--- src/olist_pkg.sv ---
package olist_pkg;

  localparam int unsigned Depth = 16;
  localparam int unsigned DataW = 32;
  localparam int unsigned IdxW  = (Depth > 1) ? $clog2(Depth) : 1;
  localparam int unsigned CntW  = $clog2(Depth + 1);
  localparam int unsigned PosW  = 5;
  localparam int unsigned CmpW  = (CntW > PosW) ? CntW : PosW;

  typedef enum logic [2:0] {
    MODE_PUSH_FRONT = 3'd0,
    MODE_INSERT     = 3'd1,
    MODE_APPEND     = 3'd2,
    MODE_REMOVE     = 3'd3,
    MODE_SEARCH     = 3'd4
  } mode_e;

  localparam logic [1:0] STAT_OK        = 2'd0;
  localparam logic [1:0] STAT_FULL      = 2'd1;
  localparam logic [1:0] STAT_NOT_FOUND = 2'd2;

  typedef enum logic [1:0] {
    CELL_HOLD       = 2'd0,
    CELL_LOAD       = 2'd1,
    CELL_FROM_LEFT  = 2'd2,
    CELL_FROM_RIGHT = 2'd3
  } cell_op_e;

  typedef struct packed {
    cell_op_e op;
    logic     cmp_en;
    logic     live;
  } cell_ctrl_t;

  function automatic logic [IdxW-1:0] first_set(input logic [Depth-1:0] vec);
    logic [IdxW-1:0] idx;
    idx = '0;
    for (int k = Depth - 1; k >= 0; k--) begin
      if (vec[k]) begin
        idx = IdxW'(k);
      end
    end
    return idx;
  endfunction

endpackage

--- src/olist_cell.sv ---
module olist_cell (
  input  logic                           clk_i,
  input  olist_pkg::cell_ctrl_t          ctrl_i,
  input  logic [olist_pkg::DataW-1:0]    new_i,
  input  logic [olist_pkg::DataW-1:0]    key_i,
  input  logic [olist_pkg::DataW-1:0]    left_i,
  input  logic [olist_pkg::DataW-1:0]    right_i,
  output logic [olist_pkg::DataW-1:0]    data_o,
  output logic                           match_o
);
  import olist_pkg::*;

  logic [DataW-1:0] data_q;
  logic             match_q;

  always_ff @(posedge clk_i) begin
    unique case (ctrl_i.op)
      CELL_LOAD:       data_q <= new_i;
      CELL_FROM_LEFT:  data_q <= left_i;
      CELL_FROM_RIGHT: data_q <= right_i;
      default:         data_q <= data_q;
    endcase
    if (ctrl_i.cmp_en) begin
      match_q <= ctrl_i.live && (data_q == key_i);
    end
  end

  assign data_o  = data_q;
  assign match_o = match_q;

endmodule

--- src/ordered_list_engine_unit.sv ---
// Channel   Handshake          Payload
// request   start / busy       mode_i, value_i, position_i
// result    valid_o (strobe)   status_o, match_index_o, count_o
//
// Each transaction: the accept edge registers the request and every cell
// compares its entry with the value; in S_EXEC the cell chain shifts by one
// place and the result is registered, shown for one cycle on valid_o.
// busy is high for one cycle, in S_EXEC; a new request is accepted only
// while busy is low. Reset clears the entry count; cell contents are not reset.
// The receiver cannot stall the result.
module ordered_list_engine_unit (
  input  logic                         clk_i,
  input  logic                         rst_ni,
  input  logic                         start,
  output logic                         busy,
  input  logic [2:0]                   mode_i,
  input  logic signed [31:0]           value_i,
  input  logic [olist_pkg::PosW-1:0]   position_i,
  output logic                         valid_o,
  output logic [1:0]                   status_o,
  output logic [3:0]                   match_index_o,
  output logic [4:0]                   count_o
);
  import olist_pkg::*;

  typedef enum logic {
    S_IDLE,
    S_EXEC
  } state_e;

  state_e           state_q;
  logic [2:0]       mode_q;
  logic [DataW-1:0] value_q;
  logic [PosW-1:0]  pos_q;
  logic [CntW-1:0]  count_q;
  logic             valid_q;
  logic [1:0]       status_q;
  logic [IdxW-1:0]  index_q;

  logic             accept;
  logic [DataW-1:0] cell_data [Depth];
  logic [Depth-1:0] match_vec;
  cell_ctrl_t       ctrl [Depth];

  logic             found;
  logic [IdxW-1:0]  first_idx;
  logic             full;
  logic             ins_go;
  logic             rem_go;
  logic [CmpW-1:0]  target;
  logic [CmpW-1:0]  pos_idx;
  logic [CmpW-1:0]  count_ext;
  logic [1:0]       status_d;
  logic [IdxW-1:0]  index_d;
  logic [CntW-1:0]  count_d;

  assign accept = start && (state_q == S_IDLE);
  assign busy   = (state_q == S_EXEC);

  assign found     = |match_vec;
  assign first_idx = first_set(match_vec);
  assign full      = (count_q == CntW'(Depth));
  assign count_ext = CmpW'(count_q);
  assign pos_idx   = (pos_q <= PosW'(1)) ? '0 : CmpW'(pos_q - PosW'(1));

  always_comb begin
    ins_go   = 1'b0;
    rem_go   = 1'b0;
    target   = '0;
    status_d = STAT_OK;
    index_d  = '0;
    count_d  = count_q;
    unique case (mode_e'(mode_q))
      MODE_PUSH_FRONT, MODE_INSERT, MODE_APPEND: begin
        if (full) begin
          status_d = STAT_FULL;
        end else begin
          ins_go  = 1'b1;
          count_d = count_q + CntW'(1);
          if (mode_e'(mode_q) == MODE_APPEND) begin
            target = count_ext;
          end else if (mode_e'(mode_q) == MODE_INSERT) begin
            target = (pos_idx > count_ext) ? count_ext : pos_idx;
          end
        end
      end
      MODE_REMOVE, MODE_SEARCH: begin
        if (found) begin
          index_d = first_idx;
          if (mode_e'(mode_q) == MODE_REMOVE) begin
            rem_go  = 1'b1;
            count_d = count_q - CntW'(1);
          end
        end else begin
          status_d = STAT_NOT_FOUND;
        end
      end
      default: ;
    endcase
  end

  for (genvar i = 0; i < Depth; i++) begin : g_cell
    logic [DataW-1:0] left_data;
    logic [DataW-1:0] right_data;

    if (i == 0) begin : g_first
      assign left_data = cell_data[i];
    end else begin : g_mid_l
      assign left_data = cell_data[i-1];
    end
    if (i == Depth - 1) begin : g_last
      assign right_data = cell_data[i];
    end else begin : g_mid_r
      assign right_data = cell_data[i+1];
    end

    always_comb begin
      ctrl[i].op     = CELL_HOLD;
      ctrl[i].cmp_en = accept;
      ctrl[i].live   = (CntW'(i) < count_q);
      if (busy && ins_go) begin
        if (CmpW'(i) == target) begin
          ctrl[i].op = CELL_LOAD;
        end else if ((CmpW'(i) > target) && (CmpW'(i) <= count_ext)) begin
          ctrl[i].op = CELL_FROM_LEFT;
        end
      end else if (busy && rem_go) begin
        if ((CmpW'(i) >= CmpW'(first_idx)) && (CmpW'(i) + CmpW'(1) < count_ext)) begin
          ctrl[i].op = CELL_FROM_RIGHT;
        end
      end
    end

    olist_cell u_cell (
      .clk_i   (clk_i),
      .ctrl_i  (ctrl[i]),
      .new_i   (value_q),
      .key_i   (value_i),
      .left_i  (left_data),
      .right_i (right_data),
      .data_o  (cell_data[i]),
      .match_o (match_vec[i])
    );
  end

  always_ff @(posedge clk_i or negedge rst_ni) begin
    if (!rst_ni) begin
      state_q  <= S_IDLE;
      count_q  <= '0;
      valid_q  <= 1'b0;
      status_q <= STAT_OK;
      index_q  <= '0;
    end else begin
      valid_q <= 1'b0;
      unique case (state_q)
        S_IDLE: begin
          if (start) begin
            state_q <= S_EXEC;
          end
        end
        S_EXEC: begin
          state_q  <= S_IDLE;
          count_q  <= count_d;
          valid_q  <= 1'b1;
          status_q <= status_d;
          index_q  <= index_d;
        end
        default: state_q <= S_IDLE;
      endcase
    end
  end

  always_ff @(posedge clk_i) begin
    if (accept) begin
      mode_q  <= mode_i;
      value_q <= value_i;
      pos_q   <= position_i;
    end
  end

  assign valid_o       = valid_q;
  assign status_o      = status_q;
  assign match_index_o = 4'(index_q);
  assign count_o       = 5'(count_q);

  a_busy_one_cycle: assert property (@(posedge clk_i) disable iff (!rst_ni)
    busy |=> !busy)
    else $error("busy held longer than one cycle");

  a_result_follows: assert property (@(posedge clk_i) disable iff (!rst_ni)
    busy |=> valid_o)
    else $error("transaction finished without a result strobe");

  a_no_spurious: assert property (@(posedge clk_i) disable iff (!rst_ni)
    valid_o |-> $past(busy))
    else $error("result strobe without a transaction");

  a_count_range: assert property (@(posedge clk_i) disable iff (!rst_ni)
    count_q <= CntW'(Depth))
    else $error("entry count beyond list depth");

  a_full_status: assert property (@(posedge clk_i) disable iff (!rst_ni)
    (valid_o && (status_o == STAT_FULL)) |-> (count_q == CntW'(Depth)))
    else $error("full status with room left in the list");

endmodule

--- config.mk ---
export PLATFORM = sky130hd
export DESIGN_NAME = ordered_list_engine_unit
export DESIGN_NICKNAME = d
export VERILOG_FILES = /design/src/olist_pkg.sv /design/src/olist_cell.sv /design/src/ordered_list_engine_unit.sv
export SDC_FILE = /design/constraint.sdc
export NUM_CORES = 1
export LEC_CHECK = 0
export BUFFER_PORTS_ARGS = -buffer_cell sky130_fd_sc_hd__buf_2
export CORE_MARGIN = 5
export CORE_UTILIZATION = 40
export CTS_CLUSTER_SIZE = 16
export DETAILED_ROUTE_END_ITERATION = 8
export SLEW_MARGIN = 25
export SYNTH_ARGS = -nofsm -noshare
export SYNTH_HDL_FRONTEND = slang
export SYNTH_SLANG_ARGS = --single-unit
--- constraint.sdc ---
create_clock -name clk_i -period 13.2 [get_ports clk_i]
set_clock_uncertainty 0.1 [all_clocks]
set_input_delay 3.96 -clock clk_i [delete_from_list [all_inputs] [get_ports clk_i]]
set_output_delay 3.96 -clock clk_i [all_outputs]
set_load 0.05 [all_outputs]
======== After elaboration in Yosys (flattened, before gate mapping) ========
Cells that the tools add are included.
cells by class
  add/sub/neg operators ................... 3
  magnitude comparators ................... 66
  eq/ne operators ......................... 85
  muxes and demuxes ....................... 135
  bitwise operators ....................... 1
  reduce and logical (&&, ||, !) cells .... 73
operators with widths
  operator                                                          number
  case mux 32 bit (3 select lines)                                  14
  equality test 32 bit                                              16
  2-to-1 mux 2 bit                                                  81
  case mux 32 bit (2 select lines)                                  2
  2-to-1 mux 4 bit                                                  18
  equality test 2 bit, second input constant                        30
  logical AND 1 bit                                                 50
  2-to-1 mux 5 bit                                                  9
  nonzero test 3 bit                                                14
  equality test 4 x 5 -> 1 bit, first input constant                8
  > comparator 4 x 5 -> 1 bit, first input constant                 8
  less-or-equal comparator 4 x 5 -> 1 bit, first input constant     8
  less-than comparator 4 x 5 -> 1 bit, first input constant         8
  equality test 2 x 1 -> 1 bit, second input constant               16
  greater-or-equal comparator 4 bit, first input constant           7
  equality test 3 x 5 -> 1 bit, first input constant                4
  > comparator 3 x 5 -> 1 bit, first input constant                 4
  less-or-equal comparator 3 x 5 -> 1 bit, first input constant     4
  less-than comparator 3 x 5 -> 1 bit, first input constant         4
  greater-or-equal comparator 3 x 4 -> 1 bit, first input constant  4
  OR reduction 16 bit                                               1
  equality test 2 x 5 -> 1 bit, first input constant                2
  > comparator 1 x 5 -> 1 bit, first input constant                 2
  > comparator 2 x 5 -> 1 bit, first input constant                 2
  28 further kinds                                                  47
storage, ports and cells
  register bits after elaboration ......... 581
  input bits .............................. 43
  output and inout port bits .............. 13
  logic and storage cells ................. 403

======== Longest topological paths before layout ========
  depth in word-level cells ............... 23
  gate-level depth with buffers ........... 18
  mapped depth without buffers ............ 15

======== Hierarchy ========
Synthesis repeated with hierarchy kept, for this count alone.
second synthesis, totals
  cell total of the unflattened synthesis .. 3321
  area total of the unflattened synthesis .. 35515.3 sq um
modules (own cells, without submodules)
  module                    instances  cells each  area an instance (sq um)  seq. area each (sq um)
  olist_cell                16         185         2008.2                    991.0
  ordered_list_engine_unit  1          361         3384.5                    1526.5

======== Least setup slack after synthesis ========
Ideal clock, no wire load.
  path type ............................... in2reg
  start point ............................. input start
  end point ............................... register g_cell[0].u_cell.match_q (enable)
  library setup time ...................... 0.477 ns
  arrival time ............................ 6.458 ns
  data required time ...................... 12.623 ns
  slack ................................... 6.165 ns
  stages .................................. 1
  buffers on the path ..................... 0
  cells stage by stage .................... nor2b_1
on the way
  longest elaborated chain between the ends .. 1
ends and longest elaborated chain
  item                  RTL line                        text
  from (decl)           ordered_list_engine_unit.sv:14  input logic start,
  logical AND 1 bit     ordered_list_engine_unit.sv:57  assign accept = start && (state_q == S_IDLE);
  to (signal assigned)  olist_cell.sv:24                match_q <= ctrl_i.live && (data_q == key_i);
  to (decl)             olist_cell.sv:14                logic match_q;
No other way between the ends.
A chain may end at the register's enable or synchronous reset.

======== Worst setup path after layout ========
  start point ............................. input value_i[23]
  end point ............................... register g_cell[1].u_cell.match_q (data pin)
on the way
  longest elaborated chain between the ends .. 2
ends and longest elaborated chain
  item                  RTL line                        text
  from (decl)           ordered_list_engine_unit.sv:17  input logic signed [31:0] value_i,
  equality test 32 bit  olist_cell.sv:24
  logical AND 1 bit     olist_cell.sv:24
  to (signal assigned)  olist_cell.sv:24
  to (decl)             olist_cell.sv:14
No other way between the ends.

==> metrics.txt <==
status finished clean; setup_tns 0 ns; Die H 302.3 um; Die X 302.3 um; Post-Synthesis Cell Area 0.03417 mm2; CTS tree built; CTS H-tree depth 3; relative slew slack 20.80%; first-pass GRT wire length 195600 um; CP top delay family simple AND/OR/NAND/NOR gates; Peak VDD IR 0.1127 mV; P per Cell Area 161.3 mW/mm2; Ports 56; vias in the first global route 25540; vias 26960; final slew viol count 0; Post-CTS Resized 0; hpwl dp 94610 um; crit path DAT 6.42 ns; largest net degree at the start of global routing 49; HP Class reg -> reg; cell count after synthesis 2837; core outline area 0.08501 mm2; TritonRoute pass-1 iters 6; Hold Fails Final Rpt 0; Peak Freq 165.9 MHz; CP bufs+invs 1; synth unique cells 75; fillers 7815; most used flip-flop cell after synthesis edfxtp_1; Post-DRT Antenna Nets 0; post-synthesis sequential area ratio 50.86%; P&R area growth vs syn 10.07%; Yosys top cell by area edfxtp_1; Critical-path top delay cell nor4_1; clk_lat worst skew 0.64 ns; CP Cell Sequence buf_2 -> xor2_1 -> nor4_1 -> nand4_1 -> nor4_1 -> and3_1; cell repeated most along the worst path nor4_1; vias per cell 6.841; Final WS setup 7.173 ns; Reg clk slew, reported paths 0.06 ns; Final setup viols 0; Num CTS Buffers 70; Setup WS pre-CTS 6.795 ns; Max-Cap Viols 0; PortBufs 55; crit share post-route 45.66%; Leakage 13.87 nW; Post-synth EDFFs 568; CP endpoint kind flip-flop; Avg Cell Area, Syn 12.05 um2; count leader, synth edfxtp_1; syn nets 2893; number of DRC markers in iteration 0 4563; Startpoint Class primary input; Final Critical Period 6.027 ns; max incr delay on CP 0.87 ns; crit path max fanout 17; #FFs+latches synth 581; worst slew pin tran 1.182 ns; Layout Nets 2798; Async SR Flop Fraction 2.238%; Die Footprint 0.09138 mm2; CTS Sinks 581; CP Class in -> reg; share of cells above drive strength 1 12.43%; Starting Density 40.20%; required time of the worst setup path 13.60 ns; routed wire length 138500 um; Post-CTS Hold Fix Bufs 0; main area contributors after synthesis edfxtp_1 (50%), xor2_1 (8.8%), a221o_1 (6.6%), a22o_1 (5.8%), a21o_1 (4.9%); Overflow after GRT 0; RSZ-0062 raised after global routing false; drc violations 0; Clock Tree Buf Depth 3; fin util 44.24%; wire per inst 35.13 um; top cell type's share of synthesized area 49.91%; Post-synth top cells edfxtp_1 (568), xor2_1 (343), a21o_1 (225), a22o_1 (225), a221o_1 (224); Site Rows 107; GRT Util Overall 29.27%; Synth warnings 0; Post-CTS Setup Inserts 0; clock root buffer clkbuf_16; initial antenna violation count 13; gpl congestion 0.9672; total power draw 6.068 mW
layer usage:
metal | track usage, % | wire length [um] | share of wire (%) | vias up
li1 | - | - | - | 10790
met1 | 42.20 | 56430 | 41 | 13830
met2 | 42.51 | 58870 | 43 | 2083
met3 | 11.12 | 20190 | 15 | 254
met4 | 5.395 | 2904 | 2.1 | 12
met5 | 0 | 61 | 0.044 | -
power by group:
group | switching (mW) | internal, mW | total [mW]
Sequential | 0.298 | 2.34 | 2.64
Combinational | 1.04 | 0.496 | 1.53
Clock | 0.828 | 1.07 | 1.89
Total | 2.16 | 3.91 | 6.07
cell type report:
| type | count | area [um2] | area share (%) |
|---|---|---|---|
| diodes | 6 | 15.01 | 0.03992 |
| clock buffers | 82 | 1818 | 4.833 |
| clock inverters | 39 | 339.1 | 0.9015 |
| inverters | 17 | 63.81 | 0.1697 |
| multi-input cells | 1954 | 15820 | 42.05 |
| flip-flops and latches | 581 | 17380 | 46.21 |
| well taps | 1144 | 1431 | 3.806 |
| repair buffers | 118 | 748.2 | 1.989 |
worst min-delay path: stages, from the launching register on:
cell and delay [ns]:
dfrtp_1 0.34, nand2_1 0.05, o31ai_1 0.05
flip-flops by register name, indices dropped and copies added (netlist names):
| signal | count |
|---|---|
| g_cell.u_cell.match_o | 16 |
| match_index_o | 4 |
| g_cell.u_cell.data_o | 512 |
| value_q | 32 |
| count_o | 5 |
| pos_q | 5 |
| valid_o | 1 |
| mode_q | 3 |
| status_o | 2 |
| busy | 1 |
stage by stage:
step / cell area [um2] / cells / hold slack, ns
after detailed placement: 35430 / 3814 / 0.3759
after global placement: 35430 / 3814 / 0.3767
final: 37610 / 3941 / 0.3839
after global routing: 37600 / 3935 / 0.4326
after floorplan: 34170 / 2837 / 0.4735
after CTS: 37590 / 3935 / 0.3889
cell usage in the layout, fill, tap and decap left out, drive strengths merged, types with 4 or more instances in the layout:
| cell type | instances |
|---|---|
| xnor2 | 176 |
| diode | 6 |
| mux2 | 68 |
| o31ai | 6 |
| a21oi | 29 |
| nor2 | 36 |
| nor2b | 6 |
| o21a | 4 |
| or4 | 5 |
| a22o | 225 |
| nand4 | 57 |
| and3 | 67 |
| nand3 | 33 |
| nor4 | 107 |
| o211ai | 4 |
| a21o | 225 |
| inv | 20 |
| xor2 | 343 |
| bufinv | 4 |
| a2111oi | 4 |
| a31oi | 7 |
| and2 | 167 |
| nand2 | 45 |
| clkbuf | 82 |
| a221o | 224 |
| mux2i | 6 |
| edfxtp | 568 |
| clkinv | 31 |
| dfrtp | 13 |
| buf | 118 |
| o21ai | 25 |
| a211oi | 5 |
| nor3 | 26 |
| ha | 13 |
worst paths after layout:
path | startpoint | end | slack [ns] | cells past startpoint
setup / recovery | value_i[23] | g_cell[1].u_cell.match_o$_DFFE_PP_ | 7.17 | 6
hold / removal | match_index_o[2]$_DFFE_PN0P_ | match_index_o[2]$_DFFE_PN0P_ | 0.38 | 2
setup reg to reg | pos_q[0]$_DFFE_PP_ | g_cell[12].u_cell.data_o[17]$_DFFE_PP_ | 7.31 | 18
hold reg to reg | match_index_o[2]$_DFFE_PN0P_ | match_index_o[2]$_DFFE_PN0P_ | 0.38 | 2
max in group asynchronous | rst_ni | status_o[0]$_DFFE_PN0P_ | 9.64 | 1
min in group asynchronous | rst_ni | count_o[0]$_DFFE_PN0P_ | 3.13 | 1
cell families (layout without fill, tap and decap cells):
family / count (synthesis) / count (layout) / synth area share (%)
other: 0 / 6 / 0
muxes: 74 / 74 / 2.464
AOI/OAI and AO/OA: 783 / 783 / 19.57
and+or+nand+nor: 565 / 565 / 9.739
adders and majority gates: 13 / 13 / 0.4760
xor gates and xnor gates: 519 / 519 / 13.30
DFF: 581 / 581 / 50.86
buffers and inverters: 302 / 256 / 3.581
No activity file was read; power rests on OpenSTA's default activity.
